### src/design/fpdx_pkg.sv
// Shared types and constants for the frame deframer.
package fpdx_pkg;

    localparam int BYTE_W = 8;

    typedef enum logic [1:0] {
        KIND_DATA   = 2'd0,
        KIND_ACCEPT = 2'd1,
        KIND_REJECT = 2'd2
    } t_kind;

    // One result as it travels from the front to the back.
    typedef struct packed {
        t_kind             kind;
        logic [BYTE_W-1:0] cmd;
        logic [BYTE_W-1:0] data;
    } t_event;

    // Queue status seen by the front.
    typedef struct packed {
        logic full;
        logic empty;
    } t_q_status;

endpackage

### src/design/fpdx_front.sv
// Front end: start mark hunt, header parse, checksum and result classification.
module fpdx_front #(
    parameter int LEN_WIDTH = 32
) (
    input  logic                        i_clk,
    input  logic                        i_rst_n,
    input  logic                        i_cfg_valid,
    output logic                        o_cfg_ready,
    input  logic [15:0]                 i_cfg_data,
    input  logic                        i_valid,
    output logic                        o_ready,
    input  logic [fpdx_pkg::BYTE_W-1:0] i_byte,
    input  fpdx_pkg::t_q_status         i_q_status,
    output logic                        o_push,
    output fpdx_pkg::t_event            o_event
);
    import fpdx_pkg::*;

    localparam int LEN_BYTES = (LEN_WIDTH + 7) / 8;
    localparam int LCW       = (LEN_BYTES > 1) ? $clog2(LEN_BYTES) : 1;

    typedef enum logic [2:0] {
        ST_HUNT   = 3'd0,
        ST_CMD    = 3'd1,
        ST_LEN    = 3'd2,
        ST_DATA   = 3'd3,
        ST_CHK_HI = 3'd4,
        ST_CHK_LO = 3'd5
    } t_state;

    t_state               r_state, n_state;
    logic [15:0]          r_mark;
    logic [BYTE_W-1:0]    r_wbyte, n_wbyte;
    logic                 r_wfull, n_wfull;
    logic [BYTE_W-1:0]    r_cmd, n_cmd;
    logic [LEN_WIDTH-1:0] r_len, n_len;
    logic [LCW-1:0]       r_lcnt, n_lcnt;
    logic [BYTE_W-1:0]    r_xor, n_xor;
    logic [BYTE_W-1:0]    r_chk, n_chk;

    logic                        accept;
    logic [LEN_WIDTH+BYTE_W-1:0] len_wide;
    logic [LEN_WIDTH-1:0]        len_shift;
    logic                        good;

    assign o_cfg_ready = 1'b1;
    assign o_ready     = !i_q_status.full;
    assign accept      = i_valid && o_ready;

    assign len_wide  = {r_len, i_byte};
    assign len_shift = len_wide[LEN_WIDTH-1:0];
    assign good      = (r_chk == '0) && (i_byte == r_xor);

    always_comb begin
        n_state = r_state;
        n_wbyte = r_wbyte;
        n_wfull = r_wfull;
        n_cmd   = r_cmd;
        n_len   = r_len;
        n_lcnt  = r_lcnt;
        n_xor   = r_xor;
        n_chk   = r_chk;
        o_push  = 1'b0;
        o_event.kind = KIND_DATA;
        o_event.cmd  = r_cmd;
        o_event.data = i_byte;
        if (accept) begin
            unique case (r_state)
                ST_CMD: begin
                    n_cmd   = i_byte;
                    n_xor   = r_xor ^ i_byte;
                    n_len   = '0;
                    n_lcnt  = '0;
                    n_state = ST_LEN;
                end
                ST_LEN: begin
                    n_xor = r_xor ^ i_byte;
                    n_len = len_shift;
                    if (r_lcnt == LCW'(LEN_BYTES - 1)) begin
                        n_lcnt  = '0;
                        n_state = (len_shift == '0) ? ST_CHK_HI : ST_DATA;
                    end else begin
                        n_lcnt = r_lcnt + 1'b1;
                    end
                end
                ST_DATA: begin
                    // r_len counts the payload bytes still to come
                    n_xor  = r_xor ^ i_byte;
                    n_len  = r_len - 1'b1;
                    o_push = 1'b1;
                    if (r_len == LEN_WIDTH'(1)) begin
                        n_state = ST_CHK_HI;
                    end
                end
                ST_CHK_HI: begin
                    n_chk   = i_byte;
                    n_state = ST_CHK_LO;
                end
                ST_CHK_LO: begin
                    n_state      = ST_HUNT;
                    n_wfull      = 1'b0;
                    n_wbyte      = '0;
                    o_push       = 1'b1;
                    o_event.kind = good ? KIND_ACCEPT : KIND_REJECT;
                end
                default: begin
                    n_state = ST_HUNT;
                    if (r_wfull && ({r_wbyte, i_byte} == r_mark)) begin
                        n_xor   = r_wbyte ^ i_byte;
                        n_wfull = 1'b0;
                        n_wbyte = '0;
                        n_state = ST_CMD;
                    end else begin
                        n_wbyte = i_byte;
                        n_wfull = 1'b1;
                    end
                end
            endcase
        end
    end

    always_ff @(posedge i_clk) begin
        if (!i_rst_n) begin
            r_state <= ST_HUNT;
            r_mark  <= '0;
            r_wbyte <= '0;
            r_wfull <= 1'b0;
            r_cmd   <= '0;
            r_len   <= '0;
            r_lcnt  <= '0;
            r_xor   <= '0;
            r_chk   <= '0;
        end else begin
            r_state <= n_state;
            r_wbyte <= n_wbyte;
            r_wfull <= n_wfull;
            r_cmd   <= n_cmd;
            r_len   <= n_len;
            r_lcnt  <= n_lcnt;
            r_xor   <= n_xor;
            r_chk   <= n_chk;
            if (i_cfg_valid && o_cfg_ready) begin
                r_mark <= i_cfg_data;
            end
        end
    end

endmodule

### src/design/fpdx_queue.sv
// Two-entry result queue between the front and the back.
module fpdx_queue (
    input  logic                i_clk,
    input  logic                i_rst_n,
    input  logic                i_push,
    input  fpdx_pkg::t_event    i_event,
    input  logic                i_pop,
    output fpdx_pkg::t_event    o_event,
    output fpdx_pkg::t_q_status o_status
);
    import fpdx_pkg::*;

    t_event     r_mem [2];
    logic       r_wr_ptr;
    logic       r_rd_ptr;
    logic [1:0] r_count;
    logic       do_push;
    logic       do_pop;

    assign o_status.full  = (r_count == 2'd2);
    assign o_status.empty = (r_count == 2'd0);
    assign o_event        = r_mem[r_rd_ptr];

    assign do_push = i_push && !o_status.full;
    assign do_pop  = i_pop && !o_status.empty;

    always_ff @(posedge i_clk) begin
        if (do_push) begin
            r_mem[r_wr_ptr] <= i_event;
        end
    end

    always_ff @(posedge i_clk) begin
        if (!i_rst_n) begin
            r_wr_ptr <= 1'b0;
            r_rd_ptr <= 1'b0;
            r_count  <= 2'd0;
        end else begin
            if (do_push) begin
                r_wr_ptr <= !r_wr_ptr;
            end
            if (do_pop) begin
                r_rd_ptr <= !r_rd_ptr;
            end
            case ({do_push, do_pop})
                2'b10:   r_count <= r_count + 2'd1;
                2'b01:   r_count <= r_count - 2'd1;
                default: r_count <= r_count;
            endcase
        end
    end

endmodule

### src/design/fpdx_back.sv
// Back end: formats queued results into the output register.
module fpdx_back (
    input  logic                  i_clk,
    input  logic                  i_rst_n,
    input  fpdx_pkg::t_q_status   i_q_status,
    input  fpdx_pkg::t_event      i_event,
    output logic                  o_pop,
    output logic                  o_valid,
    input  logic                  i_ready,
    output logic [1:0]            o_kind,
    output logic [2*fpdx_pkg::BYTE_W-1:0] o_data
);
    import fpdx_pkg::*;

    logic              r_valid;
    logic [1:0]        r_kind;
    logic [BYTE_W-1:0] r_cmd;
    logic [BYTE_W-1:0] r_byte;
    logic [BYTE_W-1:0] n_byte;

    // load whenever the register is empty or being drained
    assign o_pop  = !i_q_status.empty && (!r_valid || i_ready);
    assign n_byte = (i_event.kind == KIND_DATA) ? i_event.data : '0;

    assign o_valid = r_valid;
    assign o_kind  = r_kind;
    assign o_data  = {r_byte, r_cmd};

    always_ff @(posedge i_clk) begin
        if (!i_rst_n) begin
            r_valid <= 1'b0;
        end else if (o_pop) begin
            r_valid <= 1'b1;
        end else if (i_ready) begin
            r_valid <= 1'b0;
        end
    end

    always_ff @(posedge i_clk) begin
        if (o_pop) begin
            r_kind <= i_event.kind;
            r_cmd  <= i_event.cmd;
            r_byte <= n_byte;
        end
    end

endmodule

### src/design/framed_packet_deframer_xor_check_top.sv
// Top level of the length-prefixed frame deframer with XOR checksum.
// Takes one link byte per cycle and sustains that rate indefinitely while the
// result side keeps taking requests: each byte needs only one registered
// update of the hunt window, header counters and running XOR in the front end.
// Accepted payload bytes come out as kind 0 with the frame
// command in tdata[7:0] and the byte in tdata[15:8]; the last checksum byte of
// a frame yields kind 1 (good) or kind 2 (bad) with a zero data byte. Results
// pass through a two-entry queue and an output register, so input stalls only
// once both are full. The start mark is loaded through the config channel and
// takes effect at the next hunt.
module framed_packet_deframer_xor_check_top #(
    parameter int LEN_WIDTH = 32
) (
    input  logic        i_clk,
    input  logic        i_rst_n,
    input  logic        i_cfg_valid,
    output logic        o_cfg_ready,
    input  logic [15:0] i_cfg_data,       // start_mark
    input  logic        i_s_axis_tvalid,
    output logic        o_s_axis_tready,
    input  logic [7:0]  i_s_axis_tdata,   // rx_byte
    output logic        o_m_axis_tvalid,
    input  logic        i_m_axis_tready,
    output logic [15:0] o_m_axis_tdata,   // frame_cmd [7:0], data_byte [15:8]
    output logic [1:0]  o_m_axis_tuser    // kind
);
    import fpdx_pkg::*;

    logic      push;
    logic      pop;
    t_event    front_event;
    t_event    queue_event;
    t_q_status q_status;

    fpdx_front #(
        .LEN_WIDTH (LEN_WIDTH)
    ) u_front (
        .i_clk       (i_clk),
        .i_rst_n     (i_rst_n),
        .i_cfg_valid (i_cfg_valid),
        .o_cfg_ready (o_cfg_ready),
        .i_cfg_data  (i_cfg_data),
        .i_valid     (i_s_axis_tvalid),
        .o_ready     (o_s_axis_tready),
        .i_byte      (i_s_axis_tdata),
        .i_q_status  (q_status),
        .o_push      (push),
        .o_event     (front_event)
    );

    fpdx_queue u_queue (
        .i_clk    (i_clk),
        .i_rst_n  (i_rst_n),
        .i_push   (push),
        .i_event  (front_event),
        .i_pop    (pop),
        .o_event  (queue_event),
        .o_status (q_status)
    );

    fpdx_back u_back (
        .i_clk      (i_clk),
        .i_rst_n    (i_rst_n),
        .i_q_status (q_status),
        .i_event    (queue_event),
        .o_pop      (pop),
        .o_valid    (o_m_axis_tvalid),
        .i_ready    (i_m_axis_tready),
        .o_kind     (o_m_axis_tuser),
        .o_data     (o_m_axis_tdata)
    );

endmodule

### config.mk
export PLATFORM = sky130hd
export DESIGN_NAME = framed_packet_deframer_xor_check_top
export DESIGN_NICKNAME = d
export VERILOG_FILES = /design/src/design/fpdx_pkg.sv /design/src/design/fpdx_front.sv /design/src/design/fpdx_queue.sv /design/src/design/fpdx_back.sv /design/src/design/framed_packet_deframer_xor_check_top.sv
export SDC_FILE = /design/constraint.sdc
export NUM_CORES = 1
export LEC_CHECK = 0
export BUFFER_PORTS_ARGS = -buffer_cell sky130_fd_sc_hd__buf_2
export CAP_MARGIN = 20
export CELL_PAD_IN_SITES_DETAIL_PLACEMENT = 1
export CELL_PAD_IN_SITES_GLOBAL_PLACEMENT = 2
export CORE_ASPECT_RATIO = 1.25
export CORE_MARGIN = 2
export CORE_UTILIZATION = 41
export DETAILED_ROUTE_END_ITERATION = 8
export HOLD_SLACK_MARGIN = 0.08
export PLACE_DENSITY = 0.84
export SYNTH_ARGS = -nofsm -noshare
export SYNTH_HDL_FRONTEND = slang
export SYNTH_SLANG_ARGS = --single-unit
### constraint.sdc
create_clock -name i_clk -period 7.8 [get_ports i_clk]
set_clock_uncertainty 0.2 [all_clocks]
set_input_delay 1.56 -clock i_clk [delete_from_list [all_inputs] [get_ports i_clk]]
set_output_delay 1.56 -clock i_clk [all_outputs]
set_load 0.02 [all_outputs]
# Yosys cells after proc, flatten, opt, wreduce, memory -nomap -nowiden
# Memory sizes are Yosys's and may differ from the RTL's. A register that Yosys moved wholly into a read port is not among the register bits.
# Index checks and enable logic that the tools add are counted.
dict set report classes {
  n_addsub 4
  mul 0
  div 0
  order_cmp 0
  n_eq_ne 14
  n_shift 0
  n_mux 26
  n_bitwise 4
  n_reduce_logical 32
}
# cell count
set op_table {}
lappend op_table {{$pmux 32 s3} 1}
lappend op_table {{$eq 32x1->1 const B} 1}
lappend op_table {{$logic_not 32->1} 1}
lappend op_table {{$pmux 8 s2} 2}
lappend op_table {{$sub 32x1->32 const B} 1}
lappend op_table {{$eq 16x16->1} 1}
lappend op_table {{$mux 8} 2}
lappend op_table {{$xor 8x8->8} 2}
lappend op_table {{$pmux 3 s5} 1}
lappend op_table {{$mux 1} 10}
lappend op_table {{$reduce_and 2->1} 5}
lappend op_table {{$mux 3} 3}
lappend op_table {{$eq 8x8->1} 1}
lappend op_table {{$logic_not 8->1} 1}
lappend op_table {{$mux 2} 4}
lappend op_table {{$pmux 2 s2} 2}
lappend op_table {{$reduce_bool 2->1} 4}
lappend op_table {{$eq 2x2->1 const B} 3}
lappend op_table {{$eq 3x2->1 const B} 2}
lappend op_table {{$eq 3x3->1 const B} 2}
lappend op_table {{$logic_and 1x1->1} 6}
lappend op_table {{$reduce_and 3->1} 2}
lappend op_table {{$logic_not 1->1} 5}
lappend op_table {{$add 2x1->2 const B} 2}
lappend op_table {{other kinds (12)} 16}
dict set report word_totals {
  regBits 109
  latch_bits 0
  mem_bits_rw 36
  romBits 0
  input_bits 29
  output_inout_bits 21
  wordCells 97
  n_memories 1
}
# name words word_bits read_ports rd_clocked_by_memory_dff wr line_no
set mem_list {}
lappend mem_list {u_queue.r_mem 2 18 1 1 1 fpdx_queue.sv:13} ;# t_event r_mem [2];

# Longest topological paths before layout
# Gate-level depths: netlist of run 1.
dict set report logic_depth {
  word_depth 7
  depth_mapped 8
  ltp_nobuf 7
}

# By module
# Synthesis of run 1 repeated with hierarchy kept, for this count alone.
dict set report unflattened {
  cells_unflattened 718
  area_unflattened_um2 7195.7
}
# module instances cells_per_inst area_per_inst_um2
set modules_own_cells {}
lappend modules_own_cells {fpdx_front 1 605 5028.6}
lappend modules_own_cells {fpdx_queue 1 82 1530.2}
lappend modules_own_cells {fpdx_back 1 31 636.9}

# Least setup slack after synthesis of run 1
# OpenSTA, ideal clock, no wires.
dict set report synth_timing {
  path_kind {in2reg}
  from {in i_m_axis_tready}
  to {reg u_queue.r_count[1]}
  setup_ns 0.070
  t_arrival_ns 3.386
  t_required_ns 7.530
  path_slack_ns 4.143
  path_stages 5
  cell_sequence {nor2b_1 nor2_1 ha_1 or3_1 a21oi_1}
}
dict set report synth_between {
  elab_chain_len 5
  word_cells_on_any_way 7
}
# item line_no
set synth_lines {}
lappend synth_lines {{start, declared} framed_packet_deframer_xor_check_top.sv:23} ;# input logic i_m_axis_tready,
lappend synth_lines {{$logic_or 1x1->1 (*)} fpdx_back.sv:22} ;# assign o_pop = !i_q_status.empty && (!r_valid || i_ready);
lappend synth_lines {{$logic_and 1x1->1 (*)} fpdx_back.sv:22}
lappend synth_lines {{via pop} framed_packet_deframer_xor_check_top.sv:30} ;# logic pop;
lappend synth_lines {{$logic_and 1x1->1 (*)} fpdx_queue.sv:25} ;# assign do_pop = i_pop && !o_status.empty;
lappend synth_lines {{$eq 2x1->1 or $eq 2x2->1 (tied branches)} fpdx_queue.sv:45} ;# case ({do_push, do_pop})
lappend synth_lines {{$pmux 2 s2 or $reduce_bool 2->1 (tied branches)} n/a}
lappend synth_lines {{end signal, assigned} fpdx_queue.sv:46} ;# 2'b10: r_count <= r_count + 2'd1;
lappend synth_lines {{end signal, assigned} fpdx_queue.sv:47} ;# 2'b01: r_count <= r_count - 2'd1;
lappend synth_lines {{end signal, assigned} fpdx_queue.sv:48} ;# default: r_count <= r_count;
lappend synth_lines {{end, declared} fpdx_queue.sv:16} ;# logic [1:0] r_count;
# Mark *: on every way through the listed nets, which the timed path passes. The rest lies on a longest branch.
# A chain may end at the register's enable or synchronous reset.

# Final worst setup path of run 1
dict set report layout_timing {
  from {reg u_front.r_state[0]}
  to {reg u_front.r_len[25]}
}
dict set report layout_between {
  elab_chain_len 3
  word_cells_on_any_way 6
}
# item line_no
set layout_lines {}
lappend layout_lines {{start, declared} fpdx_front.sv:31} ;# t_state r_state, n_state;
lappend layout_lines {{start signal, assigned} fpdx_front.sv:134} ;# r_state <= n_state;
lappend layout_lines {{$eq 3x1->1 or $eq 3x2->1 (tied branches)} fpdx_front.sv:68} ;# unique case (r_state)
lappend layout_lines {{$reduce_bool 3->1 (no source line)} n/a}
lappend layout_lines {{$reduce_and 2->1 (no source line)} n/a}
lappend layout_lines {{end signal, assigned} fpdx_front.sv:138} ;# r_len <= n_len;
lappend layout_lines {{end, declared} fpdx_front.sv:36} ;# logic [LEN_WIDTH-1:0] r_len, n_len;
# Parallel ways exist; a longest one is shown, timed or not.

==> results of run 1 <==
==> per-layer routing <==
layer / vias up / track usage, % / share of wire, %
met1: 3004 / 28.2 / 42
met5: - / 0 / 0
met2: 132 / 44.8 / 52
li1: 2813 / - / -
met3: 44 / 4.48 / 3.6
met4: 0 / 9.66 / 2.8
==> sequential cells by signal, indices dropped and copies added (netlist names), named ones only <==
| name | flops |
|---|---|
| u_front.r_chk | 8 |
| u_back.r_cmd | 8 |
| u_front.r_len | 32 |
| u_back.o_valid | 1 |
| u_front.r_xor | 8 |
| u_queue.r_rd_ptr | 1 |
| u_front.r_state | 3 |
| u_queue.r_wr_ptr | 1 |
| u_back.r_byte | 8 |
| u_front.r_cmd | 8 |
| u_back.o_kind | 2 |
| u_queue.r_mem | 36 |
| u_queue.r_count | 2 |
| u_front.r_wfull | 1 |
| u_front.r_lcnt | 2 |
| u_front.r_wbyte | 8 |
| u_front.r_mark | 16 |
==> worst paths after layout <==
kind | to | slack (ns) | depth (start not counted)
max | u_front.r_len[25] | 4.23 | 5
min | u_front.r_wfull | 0.27 | 2
max reg2reg | u_front.r_len[25] | 4.23 | 5
min reg2reg | u_front.r_wfull | 0.27 | 2
==> cell usage in the layout, fill, tap and decap left out, types with 7 or more instances in the layout <==
master,instances
a21oi_1,47
a22o_1,11
a31oi_1,14
buf_2,48
buf_4,7
clkbuf_16,17
dfxtp_1,92
edfxtp_1,54
inv_1,13
mux2_2,11
mux2i_1,41
nand2_1,60
nand3_1,18
nand4_1,13
nor2_1,94
nor2b_1,8
nor3_1,23
nor4_1,21
o21ai_0,34
o22ai_1,8
or4_1,10
xnor2_1,12
xor2_1,17
==> critical path: stages (launching register included) <==
cell and delay [ns]:
dfxtp_1 0.95, nand3b_1 0.96, nor4_1 0.90, a32o_1 0.28, nand2_1 0.06, a21oi_1 0.14
==> area by class of cell <==
class	instances	area, um2
Timing Repair Buffer	55	293
Sequential cell	146	3460
Clock buffer	17	425
Antenna cell	1	2.50
Multi-Input combinational cell	540	3370
Tap cell	220	275
Fill cell	1927	8880
Clock inverter	15	146
Inverter	15	56.3
==> cells by family after synthesis <==
logic type | Yosys count
AO/OA/AOI/OAI | 167
buffers and inverters | 71
XOR/XNOR | 29
AND/OR/NAND/NOR | 287
flip-flops | 146
other | 1
multiplexers | 52
adder cells (fa/ha/maj) | 4
==> power by group through the flow <==
stage	Combinational (mW)	Sequential [mW]	Clock [mW]
CTS	0.194	0.864	0.816
global placement	0.183	0.879	0
finish	0.192	0.863	0.803
global route	0.209	0.867	0.847
floorplan	0.125	0.884	0
detailed placement	0.192	0.880	0
==> results.yml, run 1 <==
synth:
  yosysWarningCount: 0
  yosys-top-cells-count: "95 x nor2_1, 92 x dfxtp_1, 60 x nand2_1"
  yosys.area.top_type: "dfxtp_1"
  synth_top_family_by_area: "simple AND/OR/NAND/NOR gates"
  synth_top_area_share_pct: 25.9
  synth_mux_area_share_pct: 7.50
  synthFlopType: "dfxtp_1"
  synth_seq_cells: 146
  synthTopCellsByArea: "dfxtp_1 26%, edfxtp_1 23%, mux2i_1 5.8%"
  syn_inst: 757
  yosys.area_share.simple_pct: 20.0
  synth_cell_types: 69
  syn_nets: 790
  synth-xor-area-share_pct: 3.57
  netlist_area_um2: 7120
  synthAdderAreaFrac_pct: 0.702
  ys_seq_area_share_pct: 48.6
  synth_compound_area_share_pct: 15.3
  synth-edff-count: 54
  syn_area_per_cell_um2: 9.41
  synthMostInstantiatedCell: "nor2_1"
  async_reset_ff_share_pct: 0
route:
  drt-total-wl_um: 21700
  drtIter0Drc: 287
  dr_total_vias: 5993
  viasPerCell: 5.94
  drt-wirelength-per-cell_um: 21.5
  drc: 0
  dr.pass1.iters: 4
  postRouteAntennaNets: 0
power_and_ir_drop:
  p_sw_mw: 0.503
  cellLeakagePower_nw: 2.96
  p_per_area_nw_per_um2: 231
  sequentialPowerShare_pct: 46.5
  ir_drop_mv: 0.134
  swShare_pct: 27.1
  p_comb_share_pct: 10.3
  internal_power_mw: 1.35
  pwr-share-clk_pct: 43.2
  p_total_mw: 1.86
clock_network:
  clock_sink_count: 146
  postCtsSetupRepairBufs: 0
  cts_hold_buf: 0
  clk-insertion-delay-late_ns: 0.43
  post_cts_resized: 0
  htreeDepth: 4
  cts_tree: "done"
  clockBufferDepth: 2
  numCtsBuffers: 17
  cts-root-buf: "clkbuf_16"
  path_clk_slew_ns: 0.06
layout:
  fin_area_um2: 8030
  area_growth_pct: 12.7
  final_core_util_pct: 47.5
  drive_above_1_share_pct: 14.7
  final_nets: 808
  finalNonFillerCells: 1009
sta:
  worstMarginPinSlew_ns: 1.10
  fin_ws_ns: 4.23
  maxSlewHeadroom_pct: 26.1
  finalCritPeriodShare_pct: 45.8
  setup_viol: 0
  whs_ns: 0.269
  setup_tns_ns: 0
  min_period_ns: 3.57
  finalHoldViolCount: 0
  fmaxAchievable_mhz: 280
  rsz0062_at_grt: "false"
  maxSlewViolCount: 0
setup_path:
  critPathMaxFanout: 26
  worstPathRequired_ns: 7.96
  critPathCaptureType: "register"
  reg2reg_from: "u_front.r_state[0]"
  critPathLaunch: "u_front.r_state[0]"
  critPathLaunchType: "register"
  cp_data_arrival_time_ns: 3.73
  path_class: "register to register"
floorplan:
  io_pins: 50
  std_cell_rows: 53
  die_area_um2: 18500
  start_util_pct: 42.1
  dieHeight_um: 151
  coreArea_um2: 16900
  die_w_um: 122
placed_design:
  post-place-ws_ns: 3.85
  dp.final_hpwl_um: 14700
  port_buffers: 48
  placed_area_um2: 7460
  gp_congestion: 0.881
  dpl.cell_count: 976
global_route:
  grt_max_degree: 41
  grt_first_pass_wirelength_um: 34500
  antenna_found_initial: 1
  overflow: 0
  grtUsageTotal_pct: 24.6
  grt_pass1_vias: 6394
flow_run:
  maxCapViolCount: 0
min_path:
  hold_start: "u_front.r_wfull"
  hold_path_class: "register to register"
outcome:
  outcome: "finished clean"
No activity file was read; power rests on OpenSTA's default activity.
==> inputs of run 2 (changes only) <==
Settings changed: ABC_AREA set to 1, CORE_UTILIZATION 41 to 36, PLACE_DENSITY 0.84 to 0.79.
Clock period 7.8 ns to 3.55 ns, I/O delays scaled along.
==> run 2 against run 1 <==
Effect of this change:
- die area up 11%
- fmax rose by 55%
- global-route usage decreased by 3.1 points
- sequential share of layout area fell by 0.067 points
- critical endpoint is now u_front.r_len[7]
- largest cell class unchanged
==> results.yml, run 2 <==
synth:
  synth-xor-area-share_pct: 1.88
  synthMostInstantiatedCell: "nand2_1"
  synth_top_area_share_pct: 26.4
  yosysWarningCount: 0
  syn_area_per_cell_um2: 7.90
  synth_compound_area_share_pct: 17.3
  synth-edff-count: 54
  syn_inst: 884
  synthFlopType: "dfxtp_1"
  syn_nets: 917
  synth_cell_types: 42
  yosys.area_share.simple_pct: 23.5
  netlist_area_um2: 6980
  ys_seq_area_share_pct: 49.6
  synth_top_family_by_area: "simple AND/OR/NAND/NOR gates"
  yosys.area.top_type: "dfxtp_1"
  synthAdderAreaFrac_pct: 0.717
  synth_mux_area_share_pct: 0.143
  async_reset_ff_share_pct: 0
  synthTopCellsByArea: "dfxtp_1 26%, edfxtp_1 23%, nand2_1 9.5%"
  yosys-top-cells-count: "177 x nand2_1, 118 x a21oi_1, 100 x nor2_1"
  synth_seq_cells: 146
layout:
  reg_top3: "u_queue.r_mem x36, u_front.r_len x32, u_front.r_mark x16"
  fillers: 2291
  layout_commonest_cell: "nand2_1"
  mostFrequentLayoutCells: "177 x nand2_1, 118 x a21oi_1, 99 x nor2_1, 92 x dfxtp_1, 73 x o21ai_0"
  regMostFlops: "u_queue.r_mem"
  area_growth_pct: 15.2
  final_nets: 961
  fin_area_um2: 8040
  num_antenna_cells: 0
  largest_reg_flops: 36
  drive_above_1_share_pct: 13.9
global_route:
  grt_first_pass_wirelength_um: 34300
  grt_max_degree: 67
  antenna_found_initial: 0
  overflow: 0
  grtUsageTotal_pct: 21.4
  grt_pass1_vias: 6615
clock_network:
  htreeDepth: 4
  clockBufferDepth: 2
  clk-insertion-delay-late_ns: 0.43
  numCtsBuffers: 17
  post_cts_resized: 0
  clock_sink_count: 146
  cts_hold_buf: 0
  postCtsSetupRepairBufs: 0
  cts_tree: "done"
  path_clk_slew_ns: 0.07
  cts-root-buf: "clkbuf_16"
route:
  drt-total-wl_um: 21400
  viasPerCell: 5.36
  drt-wirelength-per-cell_um: 18.2
  postRouteAntennaNets: 0
  drtIter0Drc: 280
  dr.pass1.iters: 4
  dr_total_vias: 6285
  drc: 0
setup_path:
  rrSetupSlack_ns: 1.24
  slowest_stage: "inv_2"
  worstPathRequired_ns: 3.67
  path_delay_family: "buffers and inverters"
  critPathCaptureType: "register"
  critPathLaunchType: "register"
  cp_data_arrival_time_ns: 2.43
  path_class: "register to register"
  critPathMaxFanout: 30
  path_cells: "inv_1 -> nand3_1 -> inv_2 -> a21oi_1 -> a221oi_1"
  cp_num_buf_inv: 2
  crit_path_max_incr_delay_ns: 0.61
sta:
  worstMarginPinSlew_ns: 0.800
  finalCritPeriodShare_pct: 65.0
  maxSlewViolCount: 0
  setup_viol: 0
  min_period_ns: 2.31
  setup_tns_ns: 0
  finalHoldViolCount: 0
  maxSlewHeadroom_pct: 46.3
  rsz0062_at_grt: "false"
  fmaxAchievable_mhz: 433
floorplan:
  die_area_um2: 20500
  std_cell_rows: 56
  dieHeight_um: 160
  io_pins: 50
  die_w_um: 129
  coreArea_um2: 18900
  start_util_pct: 36.9
power_and_ir_drop:
  cellLeakagePower_nw: 3.40
  p_per_area_nw_per_um2: 544
  p_comb_share_pct: 13.1
  internal_power_mw: 3.10
  pwr-share-clk_pct: 43.2
  p_sw_mw: 1.27
  swShare_pct: 29.1
  ir_drop_mv: 0.315
  sequentialPowerShare_pct: 43.6
flow_run:
  maxCapViolCount: 0
outcome:
  outcome: "finished clean"
placed_design:
  placed_area_um2: 7430
  gp_congestion: 0.864
  dp.final_hpwl_um: 15300
  port_buffers: 48
min_path:
  hold_path_class: "register to register"
## run 2: logic make-up after synthesis
group | after synthesis
other | 1
buffers and inverters | 115
muxes | 1
xor gates and xnor gates | 15
DFF | 146
AOI/OAI and AO/OA | 226
adders and majority gates | 4
and+or+nand+nor | 376
## run 2: power groups by stage
stage | Clock [mW] | Sequential [mW] | Combinational, mW
after floorplan | 0 | 2.02 | 0.299
after global placement | 0 | 1.94 | 0.570
after detailed placement | 0 | 1.95 | 0.583
after CTS | 1.94 | 1.91 | 0.585
after global routing | 1.99 | 1.92 | 0.643
final | 1.89 | 1.91 | 0.575
## run 2: cell type report
type | instances | area (um2) | share of cell area (%)
flip-flops and latches | 146 | 3460 | 43.1
clock buffers | 17 | 425 | 5.29
repair buffers | 59 | 323 | 4.01
inverters | 81 | 304 | 3.78
clock inverters | 15 | 188 | 2.33
well taps | 232 | 290 | 3.61
multi-input cells | 623 | 3050 | 37.9
## run 2: metal layers
metal / track usage (%) / up-vias / routed length [um]
li1: - / 3087 / -
met1: 23.5 / 3064 / 8710
met2: 40.6 / 92 / 11500
met3: 3.48 / 42 / 494
met4: 8.30 / 0 / 632
met5: 0 / - / 0
## run 2: path summary, 6_finish.rpt
kind | startpoint | endpoint | depth (start not counted)
worst max-delay path | u_front.r_state[2] | u_front.r_len[7] | 5
worst min-delay path | u_front.r_cmd[1] | u_queue.r_mem[0][9] | 0
worst max register to register | u_front.r_state[2] | u_front.r_len[7] | 5
worst min register to register | u_front.r_cmd[1] | u_queue.r_mem[0][9] | 0
## run 2: metrics by stage
step | worst slack (ns) | cells | util (%) | total power [mW] | hold WS, ns
5_1_grt | 0.968 | 1173 | 42.5 | 4.55 | 0.280
3_5_place_dp | 1.07 | 1141 | 39.3 | 2.53 | 0.251
6_report | 1.24 | 1173 | 42.5 | 4.37 | 0.262
3_3_place_gp | 1.14 | 1141 | 39.3 | 2.51 | 0.237
4_1_cts | 1.22 | 1173 | 42.5 | 4.43 | 0.262
2_1_floorplan | 0.813 | 884 | - | 2.32 | 0.220
